**src/sgmd_pkg.sv**
```systemverilog
// Shared types, constants and the arctangent table of the Sobel gradient block.
package sgmd_pkg;

  localparam int PIX_W        = 8;
  localparam int ROW_W        = 12;
  localparam int COL_W        = 11;
  localparam int GRAD_W       = 11;
  localparam int MAG_W        = 11;
  localparam int DIR_W        = 15;
  localparam int WIDTH_REG_W  = 12;
  localparam int HEIGHT_REG_W = 13;
  localparam int CFG_DATA_W   = 13;
  localparam int CFG_IDX_W    = 1;

  localparam logic [WIDTH_REG_W-1:0]  WIDTH_RESET  = 12'd640;
  localparam logic [HEIGHT_REG_W-1:0] HEIGHT_RESET = 13'd480;
  localparam logic [HEIGHT_REG_W-1:0] HEIGHT_MAX   = 13'd4096;

  typedef enum logic [CFG_IDX_W-1:0] {
    CFG_IMAGE_WIDTH  = 1'b0,
    CFG_IMAGE_HEIGHT = 1'b1
  } cfg_idx_t;

  typedef enum logic [2:0] {
    ST_IDLE,
    ST_FETCH,
    ST_GRAD,
    ST_KICK,
    ST_MATH,
    ST_OUT
  } state_t;

  // Start request shared by the magnitude and the direction units.
  typedef struct packed {
    logic                     start;
    logic signed [GRAD_W-1:0] gx;
    logic signed [GRAD_W-1:0] gy;
  } math_req_t;

  // Integer square root, one result bit per cycle.
  localparam int                SQ_W     = 21;
  localparam logic [SQ_W-1:0]   SQRT_TOP = 21'h100000;

  // CORDIC vectoring in Q32 radians.
  localparam int CORDIC_STEPS = 32;
  localparam int STEP_W       = 5;
  localparam int CX_W         = 46;
  localparam int CZ_W         = 35;
  localparam int DIR_SHIFT    = 20;
  localparam logic signed [CZ_W-1:0] PI_Q32  = 35'sd13493037705;
  localparam logic signed [CZ_W-1:0] DIR_RND = 35'sd524288;

  localparam logic [63:0] ONE = 64'd1;
  localparam logic [63:0] RND = 64'd1 << 27;

  // atan(2^-i) from the alternating series in Q60, rounded to Q32.
  localparam logic [31:0] ATAN_TAB [CORDIC_STEPS] = '{
    32'hC90FDAA2,
    32'(((ONE << 59) - (ONE << 57) / 3 + (ONE << 55) / 5 - (ONE << 53) / 7
        + (ONE << 51) / 9 - (ONE << 49) / 11 + (ONE << 47) / 13 - (ONE << 45) / 15
        + (ONE << 43) / 17 - (ONE << 41) / 19 + (ONE << 39) / 21 - (ONE << 37) / 23
        + (ONE << 35) / 25 - (ONE << 33) / 27 + (ONE << 31) / 29 - (ONE << 29) / 31
        + (ONE << 27) / 33 - (ONE << 25) / 35 + (ONE << 23) / 37 - (ONE << 21) / 39
        + (ONE << 19) / 41 - (ONE << 17) / 43 + (ONE << 15) / 45 - (ONE << 13) / 47
        + (ONE << 11) / 49 - (ONE << 9) / 51 + (ONE << 7) / 53 - (ONE << 5) / 55
        + (ONE << 3) / 57 - (ONE << 1) / 59 + RND) >> 28),
    32'(((ONE << 58) - (ONE << 54) / 3 + (ONE << 50) / 5 - (ONE << 46) / 7
        + (ONE << 42) / 9 - (ONE << 38) / 11 + (ONE << 34) / 13 - (ONE << 30) / 15
        + (ONE << 26) / 17 - (ONE << 22) / 19 + (ONE << 18) / 21 - (ONE << 14) / 23
        + (ONE << 10) / 25 - (ONE << 6) / 27 + (ONE << 2) / 29 + RND) >> 28),
    32'(((ONE << 57) - (ONE << 51) / 3 + (ONE << 45) / 5 - (ONE << 39) / 7
        + (ONE << 33) / 9 - (ONE << 27) / 11 + (ONE << 21) / 13 - (ONE << 15) / 15
        + (ONE << 9) / 17 - (ONE << 3) / 19 + RND) >> 28),
    32'(((ONE << 56) - (ONE << 48) / 3 + (ONE << 40) / 5 - (ONE << 32) / 7
        + (ONE << 24) / 9 - (ONE << 16) / 11 + (ONE << 8) / 13 - ONE / 15 + RND) >> 28),
    32'(((ONE << 55) - (ONE << 45) / 3 + (ONE << 35) / 5 - (ONE << 25) / 7
        + (ONE << 15) / 9 - (ONE << 5) / 11 + RND) >> 28),
    32'(((ONE << 54) - (ONE << 42) / 3 + (ONE << 30) / 5 - (ONE << 18) / 7
        + (ONE << 6) / 9 + RND) >> 28),
    32'(((ONE << 53) - (ONE << 39) / 3 + (ONE << 25) / 5 - (ONE << 11) / 7 + RND) >> 28),
    32'(((ONE << 52) - (ONE << 36) / 3 + (ONE << 20) / 5 - (ONE << 4) / 7 + RND) >> 28),
    32'(((ONE << 51) - (ONE << 33) / 3 + (ONE << 15) / 5 + RND) >> 28),
    32'(((ONE << 50) - (ONE << 30) / 3 + (ONE << 10) / 5 + RND) >> 28),
    32'(((ONE << 49) - (ONE << 27) / 3 + (ONE << 5) / 5 + RND) >> 28),
    32'(((ONE << 48) - (ONE << 24) / 3 + ONE / 5 + RND) >> 28),
    32'(((ONE << 47) - (ONE << 21) / 3 + RND) >> 28),
    32'(((ONE << 46) - (ONE << 18) / 3 + RND) >> 28),
    32'(((ONE << 45) - (ONE << 15) / 3 + RND) >> 28),
    32'(((ONE << 44) - (ONE << 12) / 3 + RND) >> 28),
    32'(((ONE << 43) - (ONE << 9) / 3 + RND) >> 28),
    32'(((ONE << 42) - (ONE << 6) / 3 + RND) >> 28),
    32'(((ONE << 41) - (ONE << 3) / 3 + RND) >> 28),
    32'(((ONE << 40) - ONE / 3 + RND) >> 28),
    32'(ONE << 11), 32'(ONE << 10), 32'(ONE << 9), 32'(ONE << 8),
    32'(ONE << 7),  32'(ONE << 6),  32'(ONE << 5), 32'(ONE << 4),
    32'(ONE << 3),  32'(ONE << 2),  32'(ONE << 1)
  };

endpackage

```
**src/sgmd_mag.sv**
```systemverilog
// Gradient magnitude: squares, then a bit-serial integer square root.
module sgmd_mag (
  input  logic                        clk,
  input  logic                        rst_n,
  input  sgmd_pkg::math_req_t         req,
  output logic                        done,
  output logic [sgmd_pkg::MAG_W-1:0]  magnitude
);
  import sgmd_pkg::*;

  logic signed [2*GRAD_W-1:0] gxe, gye, sqx, sqy;
  logic [SQ_W-1:0] sqx_r, sqy_r, n_r, bit_r;
  logic [SQ_W:0]   res_r, trial;
  logic sq_r, run_r, done_r;

  assign gxe   = req.gx;
  assign gye   = req.gy;
  assign sqx   = gxe * gxe;
  assign sqy   = gye * gye;
  assign trial = res_r + {1'b0, bit_r};

  always_ff @(posedge clk) begin
    if (!rst_n) begin
      sq_r   <= 1'b0;
      run_r  <= 1'b0;
      done_r <= 1'b0;
    end else if (req.start) begin
      sq_r   <= 1'b1;
      run_r  <= 1'b0;
      done_r <= 1'b0;
    end else if (sq_r) begin
      sq_r  <= 1'b0;
      run_r <= 1'b1;
    end else if (run_r && bit_r[0]) begin
      run_r  <= 1'b0;
      done_r <= 1'b1;
    end
  end

  always_ff @(posedge clk) begin
    if (req.start) begin
      sqx_r <= sqx[SQ_W-1:0];
      sqy_r <= sqy[SQ_W-1:0];
    end else if (sq_r) begin
      n_r   <= sqx_r + sqy_r;
      res_r <= '0;
      bit_r <= SQRT_TOP;
    end else if (run_r) begin
      if ({1'b0, n_r} >= trial) begin
        n_r   <= SQ_W'({1'b0, n_r} - trial);
        res_r <= (res_r >> 1) + {1'b0, bit_r};
      end else begin
        res_r <= res_r >> 1;
      end
      bit_r <= bit_r >> 2;
    end
  end

  assign done      = done_r;
  assign magnitude = res_r[MAG_W-1:0];
endmodule

```
**config.mk**
```make
export PLATFORM = sky130hd
export DESIGN_NAME = sgmd_mag
export DESIGN_NICKNAME = d
export VERILOG_FILES = /design/src/sgmd_pkg.sv /design/src/sgmd_mag.sv
export SDC_FILE = /design/constraint.sdc
export NUM_CORES = 1
export LEC_CHECK = 0
export ABC_AREA = 1
export BUFFER_PORTS_ARGS = -buffer_cell sky130_fd_sc_hd__buf_2
export CAP_MARGIN = 20
export CORE_MARGIN = 2
export CORE_UTILIZATION = 30
export CTS_BUF_LIST = sky130_fd_sc_hd__clkbuf_4 sky130_fd_sc_hd__clkbuf_8
export CTS_CLUSTER_SIZE = 20
export DETAILED_ROUTE_END_ITERATION = 16
export GPL_TIMING_DRIVEN = 0
export SYNTH_ARGS = -nofsm -noshare
export SYNTH_HDL_FRONTEND = slang
export SYNTH_SLANG_ARGS = --single-unit
export TNS_END_PERCENT = 10
```
**constraint.sdc**
```tcl
create_clock -name clk -period 5.8 [get_ports clk]
set_clock_uncertainty 0.05 [all_clocks]
set_input_delay 0.29 -clock clk [delete_from_list [all_inputs] [get_ports clk]]
set_output_delay 0.29 -clock clk [all_outputs]
set_load 0.03 [all_outputs]
```
==> out/results.ini, run 1 <==
[clocking]
cts.repair.resized = 0
clock-sinks = 97
root_buffer = clkbuf_8
htreeDepth = 3
cts_setup_buffers = 0
cts_buffer_depth = 2
cts.hold.buffers_added = 0
numCtsBuffers = 9
clk_pin_slew_ps = 100
insertion_delay_ps = 410
cts_tree = done

[setup_path]
worst_r2r_startpoint = res_r[8]
crit_type = in2reg
cp-end-kind = register
start_kind = primary input
cp.required_ps = 5900
r2r_cells = 22
ff2ff_setup_slack_ps = 680
reg2reg_to = n_r[15]
crit_path_frequent_cell = fa_1
cp-endpoint = sqy_r[17]
cpLargestDelayFamily = adder cells
crit_cells = 19
cp-startpoint = req[8]
critPathMaxStageDelay_ps = 580
crit_fanout = 10
cp_slowest_cell = fa_1
crit_buf_inv = 5
cp_data_arrival_time_ps = 5270
path_cells = buf_2 > clkbuf_1 > nand2_1 > fa_1 > inv_1 > fa_1 > fa_1 > fa_1 > inv_1 > fa_1 > inv_1 > ha_1 > a21oi_1 > nor2_1 > a211oi_1 > nand3_1 > nand3_1 > nand2_1 > xor2_1

[global_route]
track_usage_pct = 14.5
grt_pass1_wl_mm = 62.5
grt_pass1_vias = 13000
grt_max_degree = 44
antenna_found_initial = 0
globalRouteOverflowTotal = 0

[detailed_routing]
avgViaCountPerCell = 4.65
ant_nets = 0
drtPass1Iterations = 5
drcViolationCount = 0
wl_met1_mm = 15.9
vias = 12300
drtIter0Drc = 674
met3_length_mm = 1.33
top_layer = met4
met2_length_mm = 19.2
wl_per_cell_um = 14.1
drt-total-wl_mm = 37.2

[yosys]
synth_cell_type_count = 43
synth_seq_cells = 97
synthCells = 1899
mappedNetlistNets = 2274
synth_edf_count = 94
async_flop_share_pct = 0
yosysWarnings = 0
synth_flop_cell = edfxtp_1
postSynthAreaPerCell_um2 = 8.14
ys_seq_area_share_pct = 18.6
netlist_area_um2 = 15500

[power]
p_leak_nw = 8.45
ir_drop_uv = 349
power_density_nw_per_um2 = 460

[sta]
fin_hold_ws_ps = 31.5
finalHoldViolCount = 0
fmax_mhz = 193
min_period_ps = 5170
finalSetupTns_ps = 0
slew_headroom_pct = 35.1
period_share_pct = 89.2
rsz0062_at_grt = false
slew_viol_final = 0
worstMarginPinSlew_ps = 974
setup_violations = 0

[die]
die-area_um2 = 53400
coreArea_um2 = 51100
fp-row-count = 83
ios = 37
dieWidth_um = 231
die_h_um = 231
initial_utilization_pct = 30.3

[placement]
place_area_um2 = 16500
numPortBuffers = 36
gp_congestion = 0.917
dp_hpwl_mm = 31.2

[cells_and_area]
nets = 2322
insertedDiodeCount = 0
design_area_um2 = 16700
multi_input_area_um2 = 10800
regArea_um2 = 2880
areaGrowthSynthToFinish_pct = 7.98
fill_cells = 5539
drive_above_1_share_pct = 4.76

[job]
cap_violations = 0

[hold_path]
hp-class = in2reg

[run_status]
status = finished clean

cell usage after synthesis (3+ instances only):
cell type  instances  share of area (%)
inv_1            411                 10
o21a_1             4               0.19
xor2_1            52                2.9
fa_1             200                 26
nand2_1          395                9.6
a211oi_1           3               0.15
or2_2              7               0.28
nand2_2            5               0.20
nor2_1           110                2.7
o21bai_1          14               0.68
a31oi_1           12               0.49
dfxtp_1            3               0.39
a21oi_1          116                3.8
nand3_1           80                2.6
and2_1             4               0.16
nand4_1           17               0.69
clkbuf_1          36               0.87
ha_1             150                 12
buf_4             12               0.58
o21ai_0           79                2.6
edfxtp_1          94                 18
nand3b_1           3               0.15
xnor2_1           36                2.0
nor4_1             5               0.20
nor3_1            16               0.52
a21o_1            10               0.49
cells in the final DEF (no fill, tap or decap), types with 4 or more instances in the layout:
cell and instances:
buf_2 36, clkbuf_1 36, a21oi_1 116, and2_1 4
nand3_1 80, clkbuf_8 9, a21o_1 10, nand2_1 395
o21ai_0 79, o21a_1 4, fa_1 200, xnor2_1 36
nor4_1 5, nor2_1 109, xor2_1 52, nand2_2 5
ha_1 150, buf_4 12, nand4_1 17, a31oi_1 12
or2_2 7, o21bai_1 14, edfxtp_1 94, nor3_1 16
inv_1 411
per-layer routing:
metal	vias to the layer above	global-route usage [%]
met3	47	1.99
met1	5937	17.7
met2	215	26.7
met5	-	0
met4	0	3.51
li1	6051	-
cell families after synthesis:
logic type | share of synthesized area, %
buf+inv | 11.7
compound gates | 8.77
flops | 18.6
xor+xnor | 4.98
fa+ha+maj | 38.0
simple gates | 17.9
sequential cells by signal, summed over array words and instances, names as in the netlist:
register,count
bit_r,11
done,1
n_r,21
res_r,22
run_r,1
sq_r,1
sqx_r,20
sqy_r,20
through the flow:
stage / setup WS (ps) / total power [W] / cells / util [%]
2_1_floorplan: 1010 / 0.00588 / 1899 / -
3_3_place_gp: 280 / 0.00720 / 2615 / 32.3
3_5_place_dp: 237 / 0.00729 / 2616 / 32.3
4_1_cts: 668 / 0.00776 / 2632 / 32.7
5_1_grt: 211 / 0.00867 / 2632 / 32.7
6_report: 627 / 0.00768 / 2632 / 32.7
layout make-up:
type                    instances  share of cell area, %
plain buffers                  51                   1.57
clock buffers                  10                  0.787
clock inverters                 6                  0.262
inverters                     412                   9.26
multi-input cells            1339                   64.6
flip-flops and latches         97                   17.3
well taps                     680                   5.10
repair buffers                 37                   1.20
report_power, final:
group	switching [W]	internal (W)
Combinational	0.00363	0.00231
Sequential	0.0000816	0.00123
Clock	0.000271	0.000162
worst min-delay path: stages:
cell	delay (ps)
buf_2	90
nand2_1	50
inv_1	40
worst min path at each step:
stage	startpoint	to	slack (ps)	depth (start not counted)
finish	rst_n	sq_r	30	3
global route	rst_n	sq_r	10	3
CTS	rst_n	sq_r	9	3
detailed placement	done	done	390	2
global placement	done	done	390	2
floorplan	req[22]	sq_r	330	2
Note: power is estimated with default switching activity, not from simulation.
==> run 2: changes to the inputs <==
--- a/config.mk
+++ b/config.mk
@@ -14,6 +14,7 @@
 export CTS_CLUSTER_SIZE = 20
 export DETAILED_ROUTE_END_ITERATION = 16
 export GPL_TIMING_DRIVEN = 0
+export RECOVER_POWER = 100
 export SYNTH_ARGS = -nofsm -noshare
 export SYNTH_HDL_FRONTEND = slang
 export SYNTH_SLANG_ARGS = --single-unit
==> run 2 against run 1 <==
  * Critical endpoint is now sqx_r[20]
  * Total power fell by 0.18%
  * Clock power fell by 0.9%
  * Largest cell class unchanged
  * The run now ends with capacitance limit, slew limit left
  * Worst hold slack improved by 1.0 ps
  * Critical path type unchanged
  * Critical path depth rose by 1
  * Final area fell by 0.37%
==> out/results.ini, run 2 (synthesized netlist as in run 1, its figures left out) <==
[run_status]
status = complete, but fails checks
violations = capacitance limit, slew limit

[die]
coreArea_um2 = 51100  ; unchanged
ios = 37  ; unchanged
initial_utilization_pct = 30.3  ; unchanged
die_h_um = 231  ; unchanged
dieWidth_um = 231  ; unchanged
fp-row-count = 83  ; unchanged
die-area_um2 = 53400  ; unchanged

[power]
p_leak_nw = 8.40  ; -0.62%
combinationalPowerShare_pct = 77.2  ; about the same
p_int_w = 0.00370  ; -0.15%
p_sw_w = 0.00397  ; -0.21%
ir_drop_uv = 349  ; about the same
sw_frac_of_total_pct = 51.8  ; about the same
clock_power_share_pct = 5.6  ; about the same
power.total_w = 0.00767  ; -0.18%
seqPwrFrac_pct = 17.2  ; about the same
power_density_nw_per_um2 = 461  ; +0.20%

[setup_path]
cp.required_ps = 5890  ; about the same
crit_fanout = 10  ; unchanged
cp_data_arrival_time_ps = 5350  ; +80 ps
start_kind = primary input
crit_type = in2reg
cp-end-kind = register

[global_route]
globalRouteOverflowTotal = 0  ; unchanged
grt_max_degree = 44  ; unchanged
track_usage_pct = 14.5  ; unchanged
antenna_found_initial = 0  ; unchanged
grt_pass1_vias = 13000  ; unchanged
grt_pass1_wl_mm = 62.5  ; unchanged

[cells_and_area]
final_cell_mix = 411 x inv_1, 396 x nand2_1, 200 x fa_1
areaGrowthSynthToFinish_pct = 7.57
insertedDiodeCount = 0  ; unchanged
nets = 2322  ; unchanged
largestRegisters = res_r: 22 flops, n_r: 21 flops
fill_cells = 5549  ; +0.18%
regMostFlops = res_r
drive_above_1_share_pct = 3.84  ; -0.92 points
design_area_um2 = 16600  ; -0.37%
finish.utilization_pct = 32.6  ; -0.12 points
final_common_cell = inv_1
largest_register_ffs = 22  ; unchanged

[clocking]
cts_setup_buffers = 0  ; unchanged
htreeDepth = 3  ; unchanged
cts.hold.buffers_added = 0  ; unchanged
cts_tree = done
clk_pin_slew_ps = 100  ; about the same
clock-sinks = 97  ; unchanged
insertion_delay_ps = 410  ; about the same
cts.repair.resized = 0  ; unchanged
cts_buffer_depth = 2  ; unchanged
root_buffer = clkbuf_8
numCtsBuffers = 9  ; unchanged

[detailed_routing]
vias = 12300  ; +0.22%
drtPass1Iterations = 5  ; unchanged
wl_per_cell_um = 14.1  ; -0.15%
ant_nets = 0  ; unchanged
drtIter0Drc = 641  ; -4.9%
drt-total-wl_mm = 37.2  ; -0.15%
avgViaCountPerCell = 4.66  ; +0.22%
drcViolationCount = 0  ; unchanged

[hold_path]
hp-class = in2reg

[placement]
numPortBuffers = 36  ; unchanged
gp_congestion = 0.917  ; unchanged
place_area_um2 = 16500  ; unchanged
dp_hpwl_mm = 31.2  ; unchanged

[sta]
min_period_ps = 5260  ; +84.0 ps
worstMarginPinSlew_ps = 2280  ; +1310 ps
period_share_pct = 90.6  ; +1.4 points
slew_headroom_pct = -52.0  ; -87 points
finalSetupTns_ps = 0  ; unchanged
slew_viol_final = 76  ; +76
rsz0062_at_grt = false
fmax_mhz = 190  ; -1.6%
finalHoldViolCount = 0  ; unchanged
setup_violations = 0  ; unchanged

[job]
cap_violations = 2  ; +2

## run 2: cell count changes in the layout (fill, tap and decap cells not counted), sizes merged
cell and change:
buf -21, clkbuf +21
## run 2: cell type report
type	count	area [um^2]	share of cell area, %
timing repair buffer	37	170	1.02
inverter	412	1550	9.30
clock inverter	6	43.8	0.263
clock buffer	10	131	0.790
multi-input combinational	1339	10800	64.7
sequential	97	2880	17.3
buffer	51	248	1.49
tap	680	851	5.11
## run 2: worst paths after layout
check,from,to,slack (ps),depth (start not counted)
setup / recovery,req[15],sqx_r[20],540,20
hold / removal,rst_n,sq_r,30,3
setup reg to reg,res_r[8],n_r[15],620,22
hold reg to reg,done,done,400,2
## run 2: per-layer routing
metal	GRT usage, %	wire length, um	up-vias
met5	0	0	-
met4	3.51	748	0
met3	1.99	1050	47
met2	26.7	19100	200
met1	17.7	16200	5979
li1	-	-	6051
## run 2: power by group through the flow
| stage | registers, W | logic [W] | clock network [W] |
|---|---|---|---|
| after floorplan | 0.00129 | 0.00459 | 0 |
| after global placement | 0.00134 | 0.00586 | 0 |
| after detailed placement | 0.00134 | 0.00595 | 0 |
| after CTS | 0.00132 | 0.00599 | 0.000446 |
| after global routing | 0.00133 | 0.00686 | 0.000472 |
| final | 0.00132 | 0.00592 | 0.000429 |
## run 2: metrics by stage
| step | hold slack (ps) | setup slack (ps) | instances |
|---|---|---|---|
| 2_1_floorplan | 333 | 1010 | 1899 |
| 3_3_place_gp | 389 | 280 | 2615 |
| 3_5_place_dp | 387 | 237 | 2616 |
| 4_1_cts | 9.07 | 668 | 2632 |
| 5_1_grt | 13.7 | 124 | 2632 |
| 6_report | 32.5 | 543 | 2632 |
## run 2: worst max-delay path, cell delays in order
cell	delay, ps
clkbuf_1	210
clkbuf_1	460
nand2_1	170
fa_1	570
inv_1	70
fa_1	500
inv_1	50
fa_1	520
inv_1	50
fa_1	480
inv_1	50
fa_1	470
inv_1	40
ha_1	330
nand2_1	70
inv_1	80
a21oi_1	120
o21ai_0	460
a31oi_1	170
xnor2_1	170
==> run 3: changes to the inputs <==
--- a/config.mk
+++ b/config.mk
@@ -9,11 +9,12 @@
 export BUFFER_PORTS_ARGS = -buffer_cell sky130_fd_sc_hd__buf_2
 export CAP_MARGIN = 20
 export CORE_MARGIN = 2
-export CORE_UTILIZATION = 30
+export CORE_UTILIZATION = 55
 export CTS_BUF_LIST = sky130_fd_sc_hd__clkbuf_4 sky130_fd_sc_hd__clkbuf_8
 export CTS_CLUSTER_SIZE = 20
 export DETAILED_ROUTE_END_ITERATION = 16
 export GPL_TIMING_DRIVEN = 0
+export PLACE_DENSITY = 0.71
 export RECOVER_POWER = 100
 export SYNTH_ARGS = -nofsm -noshare
 export SYNTH_HDL_FRONTEND = slang
==> run 3 against run 2 <==
  * Final area decreased by 2.1%
  * The flow still finishes with violations (capacitance limit, slew limit)
  * Register-to-register slack improved by 40 ps
  * Wire length decreased by 4.9%
  * Global-route usage increased by 11 points
  * Sequential power about the same
==> out/results.ini, run 3 (synthesized netlist as in run 1, its figures left out) <==
[global_route]
grt_pass1_wl_mm = 59.6  ; -4.6%
globalRouteOverflowTotal = 0  ; unchanged
grt_pass1_vias = 12600  ; -3.1%
antenna_found_initial = 0  ; unchanged
track_usage_pct = 25.5  ; +11 points
grt_max_degree = 44  ; unchanged

[setup_path]
crit_type = in2reg
cp_data_arrival_time_ps = 5290  ; -60 ps
ff2ff_setup_slack_ps = 660  ; +40 ps
worst_r2r_startpoint = res_r[8]
cp.required_ps = 5870  ; -20 ps
crit_path_frequent_cell = inv_1
critPathMaxStageDelay_ps = 550  ; -20 ps
path_cells = clkbuf_1 > clkbuf_1 > nand2_1 > fa_1 > inv_1 > fa_1 > inv_1 > fa_1 > inv_1 > fa_1 > inv_1 > fa_1 > inv_1 > ha_1 > nand2_1 > inv_1 > a21oi_1 > o21ai_0 > a31oi_1 > xnor2_1
cp-endpoint = sqx_r[20]
cp_slowest_cell = fa_1
r2r_cells = 22  ; unchanged
cp-end-kind = register
crit_fanout = 10  ; unchanged
cp-startpoint = req[15]
reg2reg_to = n_r[16]
start_kind = primary input

[cells_and_area]
fill_cells = 2532  ; -54%
final_common_cell = inv_1
stdcell_count = 2330  ; -11%
largest_register_ffs = 22  ; unchanged
regMostFlops = res_r
nets = 2322  ; unchanged
areaGrowthSynthToFinish_pct = 5.28
finish.utilization_pct = 58.8  ; +26 points
largestRegisters = res_r: 22 flops, n_r: 21 flops
multi_input_area_um2 = 10800  ; about the same
insertedDiodeCount = 0  ; unchanged
final_cell_mix = 411 x inv_1, 395 x nand2_1, 200 x fa_1
regArea_um2 = 2880  ; unchanged
drive_above_1_share_pct = 3.74  ; -0.10 points

[sta]
slew_headroom_pct = -63.5  ; -11 points
fmax_mhz = 191  ; +0.60%
setup_violations = 0  ; unchanged
worstMarginPinSlew_ps = 2450  ; +172 ps
period_share_pct = 90.1  ; -0.54 points
finalHoldViolCount = 0  ; unchanged
slew_viol_final = 77  ; +1.3%
min_period_ps = 5230  ; -31.2 ps
rsz0062_at_grt = false
finalSetupTns_ps = 0  ; unchanged

[clocking]
cts_buffer_depth = 2  ; unchanged
cts.hold.buffers_added = 0  ; unchanged
cts_setup_buffers = 0  ; unchanged
insertion_delay_ps = 390  ; -20 ps
htreeDepth = 3  ; unchanged
cts_tree = done
clock-sinks = 97  ; unchanged
numCtsBuffers = 9  ; unchanged
root_buffer = clkbuf_8
clk_pin_slew_ps = 110  ; about the same
cts.repair.resized = 0  ; unchanged

[placement]
dp_hpwl_mm = 29.7  ; -4.9%
dp.cells = 2314  ; -12%
gp_congestion = 0.919  ; +0.24%
numPortBuffers = 36  ; unchanged

[detailed_routing]
drtIter0Drc = 1006  ; +57%
wl_per_cell_um = 15.2  ; +7.4%
drtPass1Iterations = 5  ; unchanged
avgViaCountPerCell = 5.26  ; +13%
ant_nets = 0  ; unchanged
drt-total-wl_mm = 35.3  ; -4.9%
drcViolationCount = 0  ; unchanged
vias = 12300  ; -0.17%

[die]
die_h_um = 172  ; -26%
coreArea_um2 = 27700  ; -46%
ios = 37  ; unchanged
dieWidth_um = 172  ; -26%
die-area_um2 = 29500  ; -45%
initial_utilization_pct = 55.8  ; +26 points
fp-row-count = 61  ; -27%

[power]
p_leak_nw = 8.41  ; +0.12%
power_density_nw_per_um2 = 471  ; +2.2%
ir_drop_uv = 489  ; +40%

[run_status]
violations = capacitance limit, slew limit
status = complete, but fails checks

[job]
cap_violations = 2  ; unchanged

[hold_path]
hp-class = in2reg

## run 3: layout make-up
| type | count | share of cell area [%] |
|---|---|---|
| plain buffers | 51 | 1.52 |
| well taps | 378 | 2.90 |
| clock buffers | 9 | 0.761 |
| repair buffers | 37 | 1.02 |
| clock inverters | 7 | 0.469 |
| inverters | 412 | 9.50 |
| multi-input cells | 1339 | 66.1 |
| flip-flops and latches | 97 | 17.7 |
## run 3: stage by stage
stage          area [um^2]  setup WS, ps  total power [W]  hold WS (ps)
2_1_floorplan        15500          1010          0.00588           333
3_3_place_gp         16100           335          0.00704           389
3_5_place_dp         16100           289          0.00719           394
4_1_cts              16300           679          0.00770          39.2
5_1_grt              16300           163          0.00858          60.0
6_report             16300           574          0.00767          66.4
## run 3: worst min path at each step
stage,startpoint,end,slack [ps],cells past startpoint
detailed placement,done,done,390,2
floorplan,req[22],sq_r,330,2
CTS,rst_n,sq_r,40,3
global placement,done,done,390,2
global route,rst_n,sq_r,60,3
finish,rst_n,sq_r,70,3
## run 3: critical path: cells and delay by family
kind	cells	cell delay, ps
fa+ha+maj	6	2860
xor+xnor	1	170
buf+inv	8	980
simple gates	2	220
compound gates	3	770
## run 3: metal layers
layer | vias to the layer above | global-route usage, % | share of wire, %
li1 | 6034 | - | -
met1 | 5889 | 32.9 | 43
met5 | - | 0 | 0
met3 | 52 | 2.02 | 3.8
met2 | 281 | 45.7 | 50
met4 | 0 | 7.89 | 2.8
## run 3: power by group
group / switching, W / total (W) / internal [W]
sequential: 0.0000833 / 0.00132 / 0.00123
combinational: 0.00358 / 0.00588 / 0.00229
clock: 0.000268 / 0.000471 / 0.000203
total: 0.00393 / 0.00767 / 0.00373
